$ cat src/rtl/core/sve_pkg.sv
// Shared types, opcodes and sizing constants for the script VM execute unit.
// No dependencies; every other file of the block except sve_if imports this package.
`timescale 1ns / 1ps

package sve_pkg;

	localparam int STACK_WORDS    = 256;
	localparam int CALLBACK_SLOTS = 8;
	localparam int REGISTER_COUNT = 16;

	localparam int SW_AW = $clog2(STACK_WORDS);
	localparam int CB_AW = (CALLBACK_SLOTS > 1) ? $clog2(CALLBACK_SLOTS) : 1;

	// words moved by a callback frame: all registers, the flags and the pc
	localparam int FRAME_WORDS = REGISTER_COUNT + 2;
	localparam logic [4:0] FRAME_LAST = 5'(FRAME_WORDS - 1);
	localparam logic [4:0] FRAME_FLAGS_POS = 5'(REGISTER_COUNT);

	localparam logic [3:0]  CURSOR_REG      = 4'd15;
	localparam logic [15:0] FLAG_CLEAR_MASK = 16'hFFFE;
	localparam logic [31:0] STACK_STEP      = 32'd4;

	typedef enum logic [5:0] {
		OP_JUMP, OP_JZ, OP_CALL, OP_RET, OP_COPY, OP_SETI, OP_PUSH, OP_PUSHI, OP_POP,
		OP_ADD, OP_ADDI, OP_SUB, OP_SUBI, OP_MUL, OP_MULI, OP_INC, OP_DEC, OP_NEG,
		OP_AND, OP_ANDI, OP_OR, OP_ORI, OP_XOR, OP_DIV, OP_DIVI, OP_MOD, OP_MODI,
		OP_XORI, OP_NOT, OP_LAND, OP_LANDI, OP_LOR, OP_LORI, OP_LNOT, OP_SIGN, OP_LEZ,
		OP_GTZ, OP_GEZ, OP_EQZ, OP_NEZ, OP_SETCB, OP_RUNCB, OP_JMPR, OP_RESTORE,
		OP_CLRFLAG, OP_SETFLAG, OP_FAIL
	} op_t;

	typedef enum logic [2:0] {
		CL_EXEC, CL_DIV, CL_PUSH, CL_POP, CL_RUNCB, CL_RESTORE
	} op_class_t;

	typedef enum logic [3:0] {
		ST_IDLE, ST_RDD, ST_RDS, ST_DISP, ST_DIV, ST_POPWB,
		ST_CBPUSH, ST_RSRD, ST_RSWB, ST_FIN
	} state_t;

	typedef enum logic [1:0] {
		PS_OPER, PS_RF, PS_FLAGS, PS_PC
	} push_sel_t;

	// controller to datapath commands
	typedef struct packed {
		logic      load;
		logic      ld_dv;
		logic      ld_sv;
		logic      rd_cnt;
		logic      exec;
		logic      div_start;
		logic      push;
		push_sel_t push_sel;
		logic      pop_rd;
		logic      rs_wb;
		logic      cb_enter;
		logic      finish;
		logic [4:0] cnt;
	} cmd_t;

	// datapath to controller status
	typedef struct packed {
		op_class_t cls;
		logic      div_zero;
		logic      cb_live;
		logic      div_done;
		logic      out_full;
	} stat_t;

	function automatic op_class_t op_class(input logic [5:0] f);
		op_class_t c;
		case (f)
			OP_DIV, OP_DIVI, OP_MOD, OP_MODI: c = CL_DIV;
			OP_PUSH, OP_PUSHI, OP_CALL:       c = CL_PUSH;
			OP_POP, OP_RET:                   c = CL_POP;
			OP_RUNCB:                         c = CL_RUNCB;
			OP_RESTORE:                       c = CL_RESTORE;
			default:                          c = CL_EXEC;
		endcase
		return c;
	endfunction

endpackage

$ cat src/rtl/core/sve_ctrl.sv
// Controller state machine: sequences operand reads, execution, divide, stack frames.
// Depends on sve_pkg.
`timescale 1ns / 1ps

module sve_ctrl
	import sve_pkg::*;
(
	input  logic  clk,
	input  logic  arst_n,
	input  logic  in_valid,
	output logic  in_ready,
	input  stat_t stat,
	output cmd_t  cmd
);

	state_t     state_q, state_d;
	logic [4:0] cnt_q, cnt_d;

	always_ff @(posedge clk or negedge arst_n) begin
		if (!arst_n) begin
			state_q <= ST_IDLE;
			cnt_q   <= '0;
		end else begin
			state_q <= state_d;
			cnt_q   <= cnt_d;
		end
	end

	always_comb begin
		state_d  = state_q;
		cnt_d    = cnt_q;
		in_ready = 1'b0;
		cmd      = '0;
		cmd.push_sel = PS_OPER;
		cmd.cnt  = cnt_q;
		case (state_q)
			ST_IDLE: begin
				in_ready = 1'b1;
				if (in_valid) begin
					cmd.load = 1'b1;
					state_d  = ST_RDD;
				end
			end
			ST_RDD: begin
				cmd.ld_dv = 1'b1;
				state_d   = ST_RDS;
			end
			ST_RDS: begin
				cmd.ld_sv = 1'b1;
				state_d   = ST_DISP;
			end
			ST_DISP: begin
				case (stat.cls)
					CL_DIV: begin
						if (stat.div_zero) begin
							cmd.exec = 1'b1;
							state_d  = ST_FIN;
						end else begin
							cmd.div_start = 1'b1;
							state_d       = ST_DIV;
						end
					end
					CL_PUSH: begin
						cmd.push = 1'b1;
						cmd.exec = 1'b1;
						state_d  = ST_FIN;
					end
					CL_POP: begin
						cmd.pop_rd = 1'b1;
						state_d    = ST_POPWB;
					end
					CL_RUNCB: begin
						cnt_d   = '0;
						state_d = stat.cb_live ? ST_CBPUSH : ST_FIN;
					end
					CL_RESTORE: begin
						cnt_d   = '0;
						state_d = ST_RSRD;
					end
					default: begin
						cmd.exec = 1'b1;
						state_d  = ST_FIN;
					end
				endcase
			end
			// hold until the divider delivers
			ST_DIV: begin
				if (stat.div_done) begin
					cmd.exec = 1'b1;
					state_d  = ST_FIN;
				end
			end
			ST_POPWB: begin
				cmd.exec = 1'b1;
				state_d  = ST_FIN;
			end
			// push registers, then flags, then pc; enter the callback on the last word
			ST_CBPUSH: begin
				cmd.push   = 1'b1;
				cmd.rd_cnt = 1'b1;
				if (cnt_q == FRAME_LAST)
					cmd.push_sel = PS_PC;
				else if (cnt_q == FRAME_FLAGS_POS)
					cmd.push_sel = PS_FLAGS;
				else
					cmd.push_sel = PS_RF;
				if (cnt_q == FRAME_LAST) begin
					cmd.cb_enter = 1'b1;
					state_d      = ST_FIN;
				end else begin
					cnt_d = cnt_q + 5'd1;
				end
			end
			ST_RSRD: begin
				cmd.pop_rd = 1'b1;
				state_d    = ST_RSWB;
			end
			ST_RSWB: begin
				cmd.rs_wb = 1'b1;
				if (cnt_q == FRAME_LAST) begin
					state_d = ST_FIN;
				end else begin
					cnt_d   = cnt_q + 5'd1;
					state_d = ST_RSRD;
				end
			end
			// wait for room in the output register
			ST_FIN: begin
				if (!stat.out_full) begin
					cmd.finish = 1'b1;
					state_d    = ST_IDLE;
				end
			end
			default: state_d = ST_IDLE;
		endcase
	end

endmodule

$ cat config.mk
export PLATFORM = sky130hd
export DESIGN_NAME = sve_ctrl
export DESIGN_NICKNAME = d
export VERILOG_FILES = /design/src/rtl/core/sve_pkg.sv /design/src/rtl/core/sve_ctrl.sv
export SDC_FILE = /design/constraint.sdc
export NUM_CORES = 1
export LEC_CHECK = 0
export ABC_AREA = 1
export BUFFER_PORTS_ARGS = -buffer_cell sky130_fd_sc_hd__buf_2
export CAP_MARGIN = 25
export CORE_MARGIN = 1.5
export CORE_UTILIZATION = 44
export CTS_BUF_LIST = sky130_fd_sc_hd__clkbuf_16
export DETAILED_ROUTE_END_ITERATION = 7
export PLACE_DENSITY = 0.76
export SETUP_SLACK_MARGIN = 0.15
export SYNTH_ARGS = -nofsm -noshare
export SYNTH_HDL_FRONTEND = slang
export SYNTH_SLANG_ARGS = --single-unit
$ cat constraint.sdc
create_clock -name clk -period 1.5 [get_ports clk]
set_input_delay 0.45 -clock clk [delete_from_list [all_inputs] [get_ports clk]]
set_output_delay 0.45 -clock clk [all_outputs]
set_load 0.05 [all_outputs]
==> results of run 1 <==
==> cell usage after synthesis <==
cell,n
inv_1,16
o41ai_1,1
inv_2,4
nand4_1,1
o21ai_1,2
nor3_1,2
nand3_1,12
nand2_2,3
xor2_1,1
a31o_2,1
nand2_4,2
nand2_1,36
nor2_1,17
o21ai_0,5
xnor2_1,2
nor2_2,3
o31ai_1,1
nor2_4,1
o21ai_4,1
dfrtp_1,9
nand3_2,1
o2111ai_1,1
ha_1,3
a21oi_1,1
==> through the flow <==
step / hold slack, ns / cells / instance area (um^2) / setup slack [ns] / TNS, ns
3_5_place_dp: 0.3075 / 206 / 1381 / -0.3597 / -2.395
2_1_floorplan: 0.1544 / 126 / 1007 / -0.3000 / -1.621
3_3_place_gp: 0.3048 / 206 / 1381 / -0.2898 / -1.889
==> logic make-up after synthesis <==
group	after synthesis	synth area share (%)
buf+inv	20	9.259
fa+ha+maj	3	4.630
flops	9	27.78
simple gates	78	43.98
compound gates	13	11.11
xor+xnor	3	3.241
==> metrics.cfg, run 1 <==
[status]
status=aborted with a tool error
stop_error=[ERROR DPL-0038] Utilization greater than 100%, impossible to legalize
haltStage=4_1_cts

[die]
row_count=15
initial_utilization_pct=46.96
die_h_um=45.93
floorplan.io_pins=29
die_width_um=45.93

[logic_synthesis]
postSynthCellCount=126
mappedNetlistArea_um2=810.8
ys_seq_area_share_pct=27.78
synth_top_area_share_pct=27.78
synth_area_leader=dfrtp_1
netlist_top_cells_area=dfrtp_1 (28%), nand2_1 (17%), nor2_1 (7.9%)
synth.lib_cells_used.distinct=24
post_synthesis_register_bit_count=9
syn_area_per_cell_um2=6.435
yosysWarningCount=0
mappedNetlistNets=139

[clock_tree]
cts-buffers-inserted=3
cts_buffer_depth=2
post_cts.repair.setup_buffers=8
hold_buffers=0
cts-root-buf=clkbuf_16
cts-htree-levels=1
postCtsResizedCells=78
cts.sinks=9

[place]
placement.io_buffers=28
detailed_place_hpwl_um=1978
globalplace.congestion=0.8607

==> run 2: changes to the inputs <==
--- a/config.mk
+++ b/config.mk
@@ -8,12 +8,10 @@
 export ABC_AREA = 1
 export BUFFER_PORTS_ARGS = -buffer_cell sky130_fd_sc_hd__buf_2
 export CAP_MARGIN = 25
-export CORE_MARGIN = 1.5
-export CORE_UTILIZATION = 44
-export CTS_BUF_LIST = sky130_fd_sc_hd__clkbuf_16
+export CORE_AREA = 2 2 63 65
 export DETAILED_ROUTE_END_ITERATION = 7
-export PLACE_DENSITY = 0.76
-export SETUP_SLACK_MARGIN = 0.15
+export DIE_AREA = 0 0 65 67
+export PLACE_DENSITY_LB_ADDON = 0.15
 export SYNTH_ARGS = -nofsm -noshare
 export SYNTH_HDL_FRONTEND = slang
 export SYNTH_SLANG_ARGS = --single-unit
==> run 2 against run 1 <==
Net effect: the flow now finishes, with violations (setup timing); synthesized cell count did not move; synthesized area did not move.
==> metrics.cfg, run 2 <==
[status]
status=finished, violations left
violated_checks=setup timing

[timing]
min_period_over_period_pct=118.8
slew-limit-headroom_pct=78.41
fmax_mhz=561.2
timing.final.max_slew_violations=0
hold_violations=0
transition_at_the_pin_with_the_smallest_max_transition_slack_ns=0.3205
final-setup-viol-count=14
whs_ns=0.06831
finalWorstSetupSlack_ns=-0.2820
rsz0062_at_grt=yes
timing.setup.tns_ns=-3.176
fin_worst_skew_ns=0.003113
period_needed_ns=1.782

[logic_synthesis]
synth_compound_gate_area_share_pct=11.11
yosysWarningCount=0
synthFlopType=dfrtp_1
postSynthCellCount=126
synth.lib_cells_used.distinct=24
syn_area_per_cell_um2=6.435
synth-edff-count=0
yosys.area_share.simple_pct=43.98
post_synthesis_register_bit_count=9
synth_top_family_by_area=simple AND/OR/NAND/NOR gates
ys_seq_area_share_pct=27.78
netlist_top_cells_area=dfrtp_1 (28%), nand2_1 (17%), nor2_1 (7.9%)
mappedNetlistNets=139
async_flop_share_pct=100.0
mappedNetlistArea_um2=810.8
yosys.cell_count.top_type=nand2_1
synthXorXnorAreaFrac_pct=3.241
muxShareOfSynthArea_pct=0
synth_top_area_share_pct=27.78
synth_commonest_cells=nand2_1 (36), nor2_1 (17), inv_1 (16)
synthAdderAreaFrac_pct=4.630
synth_area_leader=dfrtp_1

[clock_tree]
cts-htree-levels=1
cts.sinks=9
cts-root-buf=clkbuf_8
cts-buffers-inserted=3
clock_tree_from_tritoncts=yes
clk-insertion-delay-late_ns=0.22
cts.clk_slew.worst_paths_ns=0.04
hold_buffers=0
cts_buffer_depth=2

[setup_path]
timing.critical_path.from_type=flop
crit_path_max_fanout=3
critical_path_arrival_ns=1.33
reg2reg_slack_ns=0.06
crit-reg2reg-launch=state_q[1]
cp.required_ns=1.05
critPathKind=reg2out
worstRegToRegCells=7
worstReg2RegEnd=state_q[1]
timing.critical_path.to_type=output port

[global_routing]
first_global_vias=1012
grt_overflow=0
global_route_wire_length_before_repair_um=4485
grt_max_degree=10
number_of_antenna_violations_at_the_first_check_in_global_routing=0
track_usage_pct=13.15

[die]
die_width_um=65
die_area_um2=4355
row_count=22
initial_utilization_pct=22.48
core_area_um2=3606
die_h_um=67
floorplan.io_pins=29

[power_and_ir_drop]
leakage_nw=0.8865
p_per_area_nw_per_um2=1723
ir_worst_vdd_mv=0.8141

[routing]
remaining_drc_errors=0
ant_nets=0
dr.pass1.iters=4
vias_after_detailed_routing=1046
avgViaCountPerCell=4.287
route.final.wire_length_um=2763
initialDrtViolationCount=15
detail_route.wl_per_cell_um=11.32

[job]
max-cap-violations=0

[final_layout]
post_route_cells_drive_above_1_share_pct=67.86
finalNetCount=210
number_of_flip_flops_under_the_largest_register_name=5
top_register=cnt_q
area_growth_syn_to_layout_pct=123.1
biggestRegsByFlops=cnt_q x5, state_q x4
finish.cell_count_without_fillers=244
diodes=0
filler_cell_count=338
layout.cells.most_common_list=buf_4 (31), nand2_1 (28), nor2_4 (14)
most_common_cell_after_layout_fill_and_taps_aside=buf_4

[place]
detailed_place_hpwl_um=2123
globalplace.congestion=0.7278
placement.io_buffers=28
placedCellCount=229

[min_path]
worstHoldPathType=in2async

==> run 2: cell counts after synthesis <==
Identical to the previous run, type by type.
==> run 2: worst max-delay path by stage <==
stage                    start  cells after the start  endpoint  slack, ns
floorplan           state_q[3]                      3   cmd[11]      -0.30
global placement       stat[5]                      8   cmd[13]      -0.29
detailed placement     stat[5]                      8   cmd[13]      -0.34
CTS                 state_q[2]                      4   cmd[11]      -0.30
global route        state_q[2]                      4   cmd[11]      -0.35
finish                cnt_q[0]                      6    cmd[9]      -0.28
==> run 2: cell type report <==
| cell class | count | area, um^2 | share of cell area (%) |
|---|---|---|---|
| Tap cell | 48 | 60.06 | 3.319 |
| Timing Repair Buffer | 66 | 589.3 | 32.57 |
| Clock buffer | 4 | 45.04 | 2.490 |
| Multi-Input combinational cell | 97 | 788.3 | 43.57 |
| Sequential cell | 9 | 236.5 | 13.07 |
| Inverter | 20 | 90.09 | 4.979 |
==> run 2: worst max-delay path: stages, from the launching register on <==
cell and delay (ns):
dfrtp_2 0.43, inv_2 0.08, ha_4 0.14, nand3_4 0.10, o21ai_4 0.17, inv_4 0.04, buf_8 0.14
==> run 2: routing by layer <==
| layer | part of all wire, % | track usage [%] | up-vias |
|---|---|---|---|
| met3 | 3.2 | 0.6757 | 2 |
| met4 | 0.33 | 3.989 | 0 |
| met5 | 0 | 0 | - |
| li1 | - | - | 542 |
| met2 | 53 | 23.97 | 24 |
| met1 | 44 | 16.60 | 478 |
==> run 2: repair_timing <==
item,in CTS,in global routing
buffers inserted,7,7
resized for setup,51,25
pin swaps,11,10
setup endpoints to repair,14,22
==> run 2: power breakdown <==
part	internal, mW	switching (mW)	leakage (nW)
sequential	0.335	0.143	0.106
combinational	1.05	1.32	0.758
clock	0.184	0.0834	0.0228
total	1.57	1.55	0.887
==> run 2: metrics by stage <==
stage | util [%] | total power, mW | cell area, um^2 | setup WS, ns
2_1_floorplan | - | 1.633 | 1003 | -0.3000
3_3_place_gp | 39.00 | 2.173 | 1406 | -0.2895
3_5_place_dp | 39.00 | 2.199 | 1406 | -0.3357
4_1_cts | 46.50 | 2.880 | 1677 | -0.2970
5_1_grt | 50.17 | 3.340 | 1809 | -0.3485
6_report | 50.17 | 3.117 | 1809 | -0.2820
==> run 2: kinds of logic (layout without fill, tap and decap cells) <==
group	after synthesis	after routing
compound gates	13	13
xor+xnor	3	3
fa+ha+maj	3	3
buf+inv	20	90
flops	9	9
simple gates	78	78
Note: power is estimated with default switching activity, not from simulation.
